### src/hw/rtl/radio_frame_xor_chain_codec_macros.svh
// assertion macros for the radio frame xor chain codec
// used by the top level only, needs clk_i and rst_ni in scope
`ifndef RADIO_FRAME_XOR_CHAIN_CODEC_MACROS_SVH
`define RADIO_FRAME_XOR_CHAIN_CODEC_MACROS_SVH

// condition implies consequence in the same cycle
`define RFXC_ASSERT_IMPL(lbl, ante, cons) \
  lbl: assert property (@(posedge clk_i) disable iff (!rst_ni) (ante) |-> (cons)) \
    else $error("rfxc assertion failed");

// condition implies a delayed consequence
`define RFXC_ASSERT_DLY2(lbl, ante, cons) \
  lbl: assert property (@(posedge clk_i) disable iff (!rst_ni) (ante) |-> ##2 (cons)) \
    else $error("rfxc delayed assertion failed");

`endif

### src/hw/rtl/rfxc_pkg.sv
// shared types and constants for the radio frame xor chain codec
// no dependencies
`timescale 1ns / 1ps
`default_nettype none

package rfxc_pkg;

  localparam int MaxFrame   = 64;  // lengths at or above this are rejected, 4..128
  localparam int LenW       = 7;
  localparam int QueueDepth = 2;   // power of two
  localparam int PtrW       = (QueueDepth > 1) ? $clog2(QueueDepth) : 1;
  localparam int CntW       = $clog2(QueueDepth + 1);

  localparam logic [7:0] FirstMask = 8'h89;
  localparam logic [7:0] ChainAdd  = 8'hdc;
  localparam logic [6:0] LenMask   = 7'h7f;

  typedef struct packed {
    logic [7:0] frame_byte;
    logic       frame_start;
  } in_item_t;

  typedef struct packed {
    logic [7:0] coded_byte;
    logic       frame_last;
    logic       length_error;
  } out_item_t;

  typedef enum logic [2:0] {
    KIND_PASS,
    KIND_FIRST,
    KIND_MID,
    KIND_MID_CTRL,
    KIND_ZERO,
    KIND_FINAL
  } kind_e;

  typedef struct packed {
    kind_e      kind;
    logic [7:0] data;
    logic       enc;
    logic       last;
    logic       err;
  } cmd_t;

  typedef struct packed {
    logic full;
    logic empty;
  } q_status_t;

endpackage

`default_nettype wire

### src/hw/rtl/radio_frame_xor_chain_codec.sv
// Radio frame xor chain whitening codec, one byte per transaction.
// Input channel (in_valid_i / in_stall_o / in_data_i): frame bytes, the
// length byte marked by frame_start. Output channel (out_valid_o /
// out_stall_i / out_data_o): one coded byte per length byte and per byte
// inside an open frame; bytes outside a frame give no transaction.
// cfg_we_i writes cfg_data_i into the mode bit (0 decode, 1 encode).
// A result passes the command queue and then the output register before
// it shows on out_valid_o. Throughput: one byte per cycle when nothing stalls,
// held by the combinational add and xor against the previous scrambled byte.
// A two-entry command queue parts the front end from the output register;
// in_stall_o rises only when that queue is full, so a stalled receiver
// backs up first the output register, then the queue, then the sender.
// Reset clears the mode to decode, closes any open frame and empties the
// queue and output register.
// Depends on rfxc_pkg, rfxc_front, rfxc_queue, rfxc_back and the macro header.
`timescale 1ns / 1ps
`default_nettype none
`include "radio_frame_xor_chain_codec_macros.svh"

module radio_frame_xor_chain_codec (
  input  wire logic                clk_i,
  input  wire logic                rst_ni,
  input  wire logic                cfg_we_i,
  input  wire logic                cfg_data_i,
  input  wire logic                in_valid_i,
  output logic                     in_stall_o,
  input  wire rfxc_pkg::in_item_t  in_data_i,
  output logic                     out_valid_o,
  input  wire logic                out_stall_i,
  output rfxc_pkg::out_item_t      out_data_o
);
  import rfxc_pkg::*;

  cmd_t      push_cmd, head_cmd;
  logic      push, pop;
  q_status_t q_stat;

  rfxc_front u_front (
    .clk_i      (clk_i),
    .rst_ni     (rst_ni),
    .cfg_we_i   (cfg_we_i),
    .cfg_data_i (cfg_data_i),
    .in_valid_i (in_valid_i),
    .in_stall_o (in_stall_o),
    .in_data_i  (in_data_i),
    .q_stat_i   (q_stat),
    .push_o     (push),
    .cmd_o      (push_cmd)
  );

  rfxc_queue u_queue (
    .clk_i  (clk_i),
    .rst_ni (rst_ni),
    .push_i (push),
    .cmd_i  (push_cmd),
    .pop_i  (pop),
    .cmd_o  (head_cmd),
    .stat_o (q_stat)
  );

  rfxc_back u_back (
    .clk_i       (clk_i),
    .rst_ni      (rst_ni),
    .cmd_i       (head_cmd),
    .q_stat_i    (q_stat),
    .pop_o       (pop),
    .out_valid_o (out_valid_o),
    .out_stall_i (out_stall_i),
    .out_data_o  (out_data_o)
  );

  `RFXC_ASSERT_IMPL(a_err_is_last, out_valid_o && out_data_o.length_error, out_data_o.frame_last)
  `RFXC_ASSERT_IMPL(a_err_len, out_valid_o && out_data_o.length_error, out_data_o.coded_byte >= 8'(MaxFrame))
  `RFXC_ASSERT_DLY2(a_start_latency, in_valid_i && !in_stall_o && in_data_i.frame_start && q_stat.empty && (!out_valid_o || !out_stall_i), out_valid_o)

endmodule

`default_nettype wire

### src/hw/rtl/rfxc_front.sv
// front end: mode register, frame tracking and byte classification
// depends on rfxc_pkg
`timescale 1ns / 1ps
`default_nettype none

module rfxc_front (
  input  wire logic              clk_i,
  input  wire logic              rst_ni,
  input  wire logic              cfg_we_i,
  input  wire logic              cfg_data_i,
  input  wire logic              in_valid_i,
  output logic                   in_stall_o,
  input  wire rfxc_pkg::in_item_t in_data_i,
  input  wire rfxc_pkg::q_status_t q_stat_i,
  output logic                   push_o,
  output rfxc_pkg::cmd_t         cmd_o
);
  import rfxc_pkg::*;

  logic            enc_q;
  logic            in_frame_q, in_frame_d;
  logic [LenW-1:0] len_q, len_d;
  logic [LenW-1:0] pos_q, pos_d;
  logic [7:0]      len_byte;
  logic [LenW-1:0] pos_n;
  logic            accept, is_last, too_long;

  assign in_stall_o = q_stat_i.full;
  assign accept     = in_valid_i && !q_stat_i.full;

  always_comb begin
    len_byte   = enc_q ? in_data_i.frame_byte : {1'b0, in_data_i.frame_byte[6:0]};
    too_long   = (len_byte >= 8'(MaxFrame));
    pos_n      = pos_q + LenW'(1);
    is_last    = (pos_n >= len_q);
    in_frame_d = in_frame_q;
    len_d      = len_q;
    pos_d      = pos_q;
    push_o     = 1'b0;
    cmd_o.kind = KIND_PASS;
    cmd_o.data = in_data_i.frame_byte;
    cmd_o.enc  = enc_q;
    cmd_o.last = 1'b0;
    cmd_o.err  = 1'b0;
    if (accept) begin
      if (in_data_i.frame_start) begin
        push_o     = 1'b1;
        cmd_o.data = len_byte;
        if (too_long) begin
          in_frame_d = 1'b0;
          cmd_o.last = 1'b1;
          cmd_o.err  = 1'b1;
        end else begin
          len_d      = len_byte[LenW-1:0] & LenMask;
          pos_d      = '0;
          in_frame_d = (len_byte != 8'd0);
          cmd_o.last = (len_byte == 8'd0);
        end
      end else if (in_frame_q) begin
        push_o     = 1'b1;
        pos_d      = pos_n;
        cmd_o.last = is_last;
        if (is_last) in_frame_d = 1'b0;
        priority if (pos_n == LenW'(1)) begin
          cmd_o.kind = KIND_FIRST;
        end else if (!is_last) begin
          cmd_o.kind = (pos_n == LenW'(2)) ? KIND_MID_CTRL : KIND_MID;
        end else if (len_q == LenW'(2)) begin
          cmd_o.kind = KIND_ZERO;
        end else begin
          cmd_o.kind = KIND_FINAL;
        end
      end
    end
  end

  always_ff @(posedge clk_i or negedge rst_ni) begin
    if (!rst_ni) begin
      enc_q      <= 1'b0;
      in_frame_q <= 1'b0;
      len_q      <= '0;
      pos_q      <= '0;
    end else begin
      if (cfg_we_i) enc_q <= cfg_data_i;
      in_frame_q <= in_frame_d;
      len_q      <= len_d;
      pos_q      <= pos_d;
    end
  end

endmodule

`default_nettype wire

### src/hw/rtl/rfxc_queue.sv
// short command queue between front and back end
// depends on rfxc_pkg
`timescale 1ns / 1ps
`default_nettype none

module rfxc_queue (
  input  wire logic                clk_i,
  input  wire logic                rst_ni,
  input  wire logic                push_i,
  input  wire rfxc_pkg::cmd_t      cmd_i,
  input  wire logic                pop_i,
  output rfxc_pkg::cmd_t           cmd_o,
  output rfxc_pkg::q_status_t      stat_o
);
  import rfxc_pkg::*;

  cmd_t            mem [QueueDepth];
  logic [PtrW-1:0] wr_q, rd_q;
  logic [CntW-1:0] cnt_q;
  logic            do_push, do_pop;

  assign stat_o.full  = (cnt_q == CntW'(QueueDepth));
  assign stat_o.empty = (cnt_q == '0);
  assign do_push      = push_i && !stat_o.full;
  assign do_pop       = pop_i && !stat_o.empty;
  assign cmd_o        = mem[rd_q];

  always_ff @(posedge clk_i) begin
    if (do_push) mem[wr_q] <= cmd_i;
  end

  always_ff @(posedge clk_i or negedge rst_ni) begin
    if (!rst_ni) begin
      wr_q  <= '0;
      rd_q  <= '0;
      cnt_q <= '0;
    end else begin
      if (do_push) wr_q <= wr_q + PtrW'(1);
      if (do_pop)  rd_q <= rd_q + PtrW'(1);
      unique case ({do_push, do_pop})
        2'b10:   cnt_q <= cnt_q + CntW'(1);
        2'b01:   cnt_q <= cnt_q - CntW'(1);
        default: cnt_q <= cnt_q;
      endcase
    end
  end

endmodule

`default_nettype wire

### src/hw/rtl/rfxc_back.sv
// back end: xor chain arithmetic and output register
// depends on rfxc_pkg
`timescale 1ns / 1ps
`default_nettype none

module rfxc_back (
  input  wire logic                clk_i,
  input  wire logic                rst_ni,
  input  wire rfxc_pkg::cmd_t      cmd_i,
  input  wire rfxc_pkg::q_status_t q_stat_i,
  output logic                     pop_o,
  output logic                     out_valid_o,
  input  wire logic                out_stall_i,
  output rfxc_pkg::out_item_t      out_data_o
);
  import rfxc_pkg::*;

  logic       out_valid_q;
  out_item_t  out_data_q;
  logic [7:0] prev_q, prev_d;
  logic [7:0] ctrl_q, ctrl_d;
  logic [7:0] res;

  assign pop_o       = !q_stat_i.empty && (!out_valid_q || !out_stall_i);
  assign out_valid_o = out_valid_q;
  assign out_data_o  = out_data_q;

  always_comb begin
    prev_d = prev_q;
    ctrl_d = ctrl_q;
    unique case (cmd_i.kind)
      KIND_PASS:  res = cmd_i.data;
      KIND_FIRST: begin
        res    = ~cmd_i.data ^ FirstMask;
        prev_d = cmd_i.enc ? res : cmd_i.data;
      end
      KIND_MID, KIND_MID_CTRL: begin
        res    = (prev_q + ChainAdd) ^ cmd_i.data;
        prev_d = cmd_i.enc ? res : cmd_i.data;
        // plain byte 2 keys the final byte
        if (cmd_i.kind == KIND_MID_CTRL) ctrl_d = cmd_i.enc ? cmd_i.data : res;
      end
      KIND_ZERO:  res = 8'd0;
      KIND_FINAL: res = cmd_i.data ^ ctrl_q;
      default:    res = cmd_i.data;
    endcase
  end

  always_ff @(posedge clk_i) begin
    if (pop_o) begin
      out_data_q.coded_byte   <= res;
      out_data_q.frame_last   <= cmd_i.last;
      out_data_q.length_error <= cmd_i.err;
    end
  end

  always_ff @(posedge clk_i or negedge rst_ni) begin
    if (!rst_ni) begin
      out_valid_q <= 1'b0;
      prev_q      <= '0;
      ctrl_q      <= '0;
    end else begin
      if (pop_o) begin
        out_valid_q <= 1'b1;
        prev_q      <= prev_d;
        ctrl_q      <= ctrl_d;
      end else if (!out_stall_i) begin
        out_valid_q <= 1'b0;
      end
    end
  end

endmodule

`default_nettype wire

### config.mk
export PLATFORM = sky130hd
export DESIGN_NAME = radio_frame_xor_chain_codec
export DESIGN_NICKNAME = d
export VERILOG_FILES = /design/src/hw/rtl/rfxc_pkg.sv /design/src/hw/rtl/radio_frame_xor_chain_codec.sv /design/src/hw/rtl/rfxc_front.sv /design/src/hw/rtl/rfxc_queue.sv /design/src/hw/rtl/rfxc_back.sv
export VERILOG_INCLUDE_DIRS = /design/src /design/src/hw/rtl
export SDC_FILE = /design/constraint.sdc
export NUM_CORES = 1
export LEC_CHECK = 0
export ABC_AREA = 1
export BUFFER_PORTS_ARGS = -buffer_cell sky130_fd_sc_hd__clkbuf_2
export CAP_MARGIN = 25
export CORE_MARGIN = 4
export CORE_UTILIZATION = 30
export CTS_BUF_LIST = sky130_fd_sc_hd__clkbuf_8
export CTS_CLUSTER_DIAMETER = 200
export DETAILED_ROUTE_END_ITERATION = 8
export GPL_TIMING_DRIVEN = 0
export RECOVER_POWER = 25
export SETUP_SLACK_MARGIN = 0.05
export SKIP_LAST_GASP = 1
export SYNTH_ARGS = -nofsm -noshare
export SYNTH_HDL_FRONTEND = slang
export SYNTH_SLANG_ARGS = --single-unit
export TNS_END_PERCENT = 50
### constraint.sdc
create_clock -name clk_i -period 2.6 [get_ports clk_i]
set_input_delay 0.52 -clock clk_i [delete_from_list [all_inputs] [get_ports clk_i]]
set_output_delay 0.52 -clock clk_i [all_outputs]
set_load 0.02 [all_outputs]
* Word-level counts from Yosys, hierarchy flattened
Memory sizes are Yosys's and may differ from the RTL's.
Index checks and enable logic that the tools add are counted.
** Cells by class
- $add $sub $neg :: 6
- Magnitude comparators :: 2
- Equal/unequal tests :: 13
- Multiplexer cells :: 35
- Bitwise gates (word level) :: 5
- Reductions and logical operators :: 20
** Operators by type and width (number)
- $mux W8 :: 5
- $pmux W8 S4 :: 1
- $mux W7 :: 3
- $mux W1 :: 18
- $pmux W8 S2 :: 1
- $xor A8 B8 Y8 :: 2
- $eq A7 B2 Y1 const B :: 2
- $mux W3 :: 4
- $mux W11 :: 1
- $reduce_and A3 Y1 :: 3
- $add A8 B8 Y8 const B :: 1
- $ge A8 B7 Y1 const B :: 1
- $logic_not A8 Y1 :: 1
- $not A8 Y8 :: 1
- $reduce_bool A8 Y1 :: 1
- $add A7 B1 Y7 const B :: 1
- $eq A7 B1 Y1 const B :: 1
- $ge A7 B7 Y1 :: 1
- $eq A3 B2 Y1 const B :: 2
- $eq A3 B3 Y1 const B :: 2
- $reduce_bool A2 Y1 :: 3
- $eq A2 B2 Y1 const B :: 2
- $logic_and A1 B1 Y1 :: 4
- $logic_not A1 Y1 :: 4
- 15 further kinds :: 16
** Word-level totals
- Register bits after elaboration :: 47
- Memory bits (writable) :: 28
- Input bits :: 15
- Output and inout port bits :: 12
- Word-level logic and storage cells :: 95
- Memories :: 1
** Memories
- u_queue.mem :: words 2, bits a word 14, read ports 1, clocked after memory_dff 0, write ports 1, RTL line rfxc_queue.sv:17 : cmd_t mem [QueueDepth];

* Depth between registers and ports, before layout
- Word-level depth :: 8
- Mapped depth :: 16
- Mapped depth without buffers :: 16

* By module
Synthesis repeated with hierarchy kept, for this count alone.
** Second synthesis, totals
- Cell total of the unflattened synthesis :: 498
- Area, all modules :: 4159.0 um^2
** By module, submodules not included
- rfxc_back :: instances 1, cells an instance 209, area an instance 1635.3 um^2, sequential area each 725.7 um^2
- rfxc_queue :: instances 1, cells an instance 106, area an instance 1268.7 um^2, sequential area each 940.9 um^2
- rfxc_front :: instances 1, cells an instance 183, area an instance 1255.0 um^2, sequential area each 400.4 um^2

* Least setup slack after synthesis
OpenSTA, ideal clock, no wires.
- Path kind :: reg-to-reg
- Start point :: register u_front.pos_q[0]
- End point :: memory u_queue.mem[0][11] in the netlist's numbering (data pin)
- Library setup time :: 0.149 ns
- Arrival :: 2.037 ns
- Data required time :: 2.451 ns
- Slack :: 0.414 ns
- Stages on the path, launching flop included :: 17
- Buffers on the path :: 0
- Period minus slack after synthesis :: 2.186 ns
- Cell sequence :: dfrtp_1 > ha_1 > nand2_1 > nor2_1 > nand2_1 > nand2_1 > nand2_1 > ha_1 > nand2_1 > inv_1 > a21oi_1 > nand2_1 > nor2_1 > nand2_1 > nor2_1 > nor2_1 > nor2_1
** RTL lines
- start, declared :: RTL line rfxc_front.sv:23 : logic [LenW-1:0] pos_q, pos_d;
- start signal, assigned :: RTL line rfxc_front.sv:87 : pos_q <= pos_d;
- end, declared :: RTL line rfxc_queue.sv:17

==> impl_metrics.toml <==
[logic_synthesis]
netlist_area_sq_um = 4170
synth.top_cell.area_share_pct = 27.3
avgSynthCellArea_sq_um = 8.68
synth-seq-cells = 75
yosys.area.top_type = "edfxtp_1"
syn_nets = 508
synthCells = 481
yosysUniqueCellTypes = 36
ys_seq_area_share_pct = 49.5
synth_area_leaders = "edfxtp_1, dfrtp_1, nand2_1, inv_1, ha_1"
yosysWarnings = 0

[setup_path]
end_kind = "flip-flop"
required_ns = 2.77
cp_slowest_cell = "dfrtp_1"
cp_slowest_stage_delay_ns = 0.39
criticalPathCategory = "flip-flop to flip-flop"
crit_path_end = "u_queue.mem[0][1]"
critical_path.startpoint = "u_front.pos_q[0]"
reg2reg_to = "u_queue.mem[0][1]"
worst-endpoint-arrival_ns = 2.54
regToRegStartpoint = "u_front.pos_q[0]"
reg2reg_depth = 10
reg2reg_slack_ns = 0.22
cp-start-kind = "flip-flop"
path_max_fanout = 3
worstPathBufferInverterCount = 1
crit_family = "simple AND/OR/NAND/NOR gates"
cp_cell_sequence = "ha_2 -> or2_2 -> nand2_1 -> inv_1 -> ha_1 -> nand3_1 -> nor3_1 -> nand3b_1 -> nor2_1 -> nor3b_2"
cp.depth = 10

[sta]
rsz0062_at_grt = "no"
holdWs_ns = 0.410
finClkSkew_ns = 0.00910
post-route-period-util_pct = 91.4
period_needed_ns = 2.38
report.final.setup_viol = 0
relSlewSlack_pct = 42.0
max_freq_mhz = 421
worstMarginPinSlew_ns = 0.869
hold_viol = 0
slew_violations = 0
tns_ns = 0

[die]
die-area_sq_um = 15900
die_h_microns = 126
start_util_pct = 31.0
core-area_sq_um = 13500
num_rows = 42
io_pins = 27
dieWidth_microns = 126

[grt]
overflow = 0
grt_pass1_wl_microns = 14800
track_usage_pct = 11.6
grt_max_degree = 38
grt_pass1_vias = 3069
grt_antenna_before_repair = 0

[detailed_routing]
drt.antenna.violating_nets = 0
wl_per_cell_microns = 12.3
drtIter0Drc = 192
viasPerCell = 4.49
drt_first_pass_iters = 5
drt-total-wl_microns = 8700
drc_errors = 0
num_vias = 3165

[cts]
cts_tree = "built"
cts_inserted_buffers = 9
cts_max_level = 3
cts-root-buf = "clkbuf_8"
clk_pin_slew_worst_paths_ns = 0.08
clock-sinks = 75
worstSkewPairLatency_ns = 0.36
clockBufferDepth = 2

[final_layout]
final_common_cell = "nand2_1"
final_cell_mix = "nand2_1, inv_1, edfxtp_1"
seqCellArea_sq_um = 2070
layout.nets = 551
layout-drive-gt1-share_pct = 17.4
nFillCells = 1412
design_area_sq_um = 4770
multi_input_area_sq_um = 1760
synthToLayoutAreaGrowth_pct = 14.2
diodes = 0

[power_and_ir_drop]
peakVddDrop_uv = 463
leakage_nw = 2.22
powerDensity_nw_per_um2 = 1210

[placement]
hpwl_microns = 6610
io_buffers = 26
post_dp_cell_area_sq_um = 4540
place_congestion = 0.841

[outcome]
outcome = "complete, no violations"

[hold_path]
hp-class = "input pin to flip-flop"

[job]
maxCapViolCount = 0
[cells in the mapped netlist, drive strengths merged]
library cell,n
a21boi,1
a21oi,20
buf,9
dfrtp,37
edfxtp,38
ha,12
inv,72
nand2,149
nand3,31
nand3b,1
nand4,1
nor2,37
nor3,2
nor3b,1
nor4,1
o211ai,6
o21ai,44
o22ai,4
or2,2
xnor2,4
xor2,9
[per-stage QoR]
stage	std cells	setup slack (ns)	util (%)	power [mW]
2_1_floorplan	481	0.414	-	4.21
3_3_place_gp	683	0.0359	33.6	4.81
3_5_place_dp	685	-0.0441	33.7	4.90
4_1_cts	702	0.0724	35.2	5.79
5_1_grt	705	0.0708	35.4	6.31
6_report	705	0.224	35.4	5.76
[routing by layer]
| metal | wire length (microns) | track usage [%] |
|---|---|---|
| met1 | 3940 | 14.7 |
| met2 | 4290 | 19.5 |
| met3 | 382 | 3.34 |
| met4 | 95 | 3.15 |
| met5 | 0 | 0 |
[registers in the layout, summed over array words and instances (netlist names)]
signal	flops
u_front.in_frame_q	1
u_back.out_valid_o	1
u_front.enc_q	1
u_queue.cnt_q	2
u_queue.rd_q	1
u_back.ctrl_q	8
u_queue.mem	28
u_back.prev_q	8
u_back.out_data_o	10
u_queue.wr_q	1
u_front.pos_q	7
u_front.len_q	7
[how the worst min path moves through the flow]
stage / from / endpoint / slack [ns] / depth (start not counted)
after floorplan: rst_ni / u_back.ctrl_q[0] / 0.22 / 0
after global placement: u_back.ctrl_q[6] / u_back.ctrl_q[6] / 0.49 / 2
after detailed placement: u_back.ctrl_q[6] / u_back.ctrl_q[6] / 0.50 / 2
after CTS: rst_ni / u_back.ctrl_q[3] / 0.37 / 1
after global routing: cfg_we_i / u_front.enc_q / 0.39 / 2
final: out_stall_i / u_back.out_valid_o / 0.41 / 3
[cell families after synthesis]
family | synth area share, %
compound gates | 10.7
simple gates | 24.6
fa+ha+maj | 3.60
xor+xnor | 2.73
buf+inv | 8.87
flops | 49.5
[layout make-up]
class                   count  area share, %
plain buffers               9           1.84
clock buffers               9           2.60
clock inverters             7           1.29
inverters                  72           5.93
multi-input cells         325           36.9
flip-flops and latches     75           43.4
well taps                 176           4.62
repair buffers             32           3.47
[what timing repair did]
action                                  in CTS  in global routing
setup buffers                                1                  1
pin swaps                                    0                  2
gates resized for setup                      2                  5
endpoints found under the setup margin       6                  6
hold buffers                                 0                  1
endpoints found under the hold margin        0                  5
[power breakdown]
part | total [mW] | leakage, nW | switching (mW) | internal [mW]
logic | 2.97 | 1.30 | 1.95 | 1.02
registers | 1.93 | 0.820 | 0.180 | 1.75
clock network | 0.859 | 0.100 | 0.426 | 0.433
[worst register-to-register path, stage by stage (launching register included)]
cell,delay [ns]
dfrtp_1,0.39
ha_2,0.21
or2_2,0.27
nand2_1,0.12
inv_1,0.07
ha_1,0.32
nand3_1,0.10
nor3_1,0.22
nand3b_1,0.18
nor2_1,0.06
nor3b_2,0.25
No activity file was read; power rests on OpenSTA's default activity.
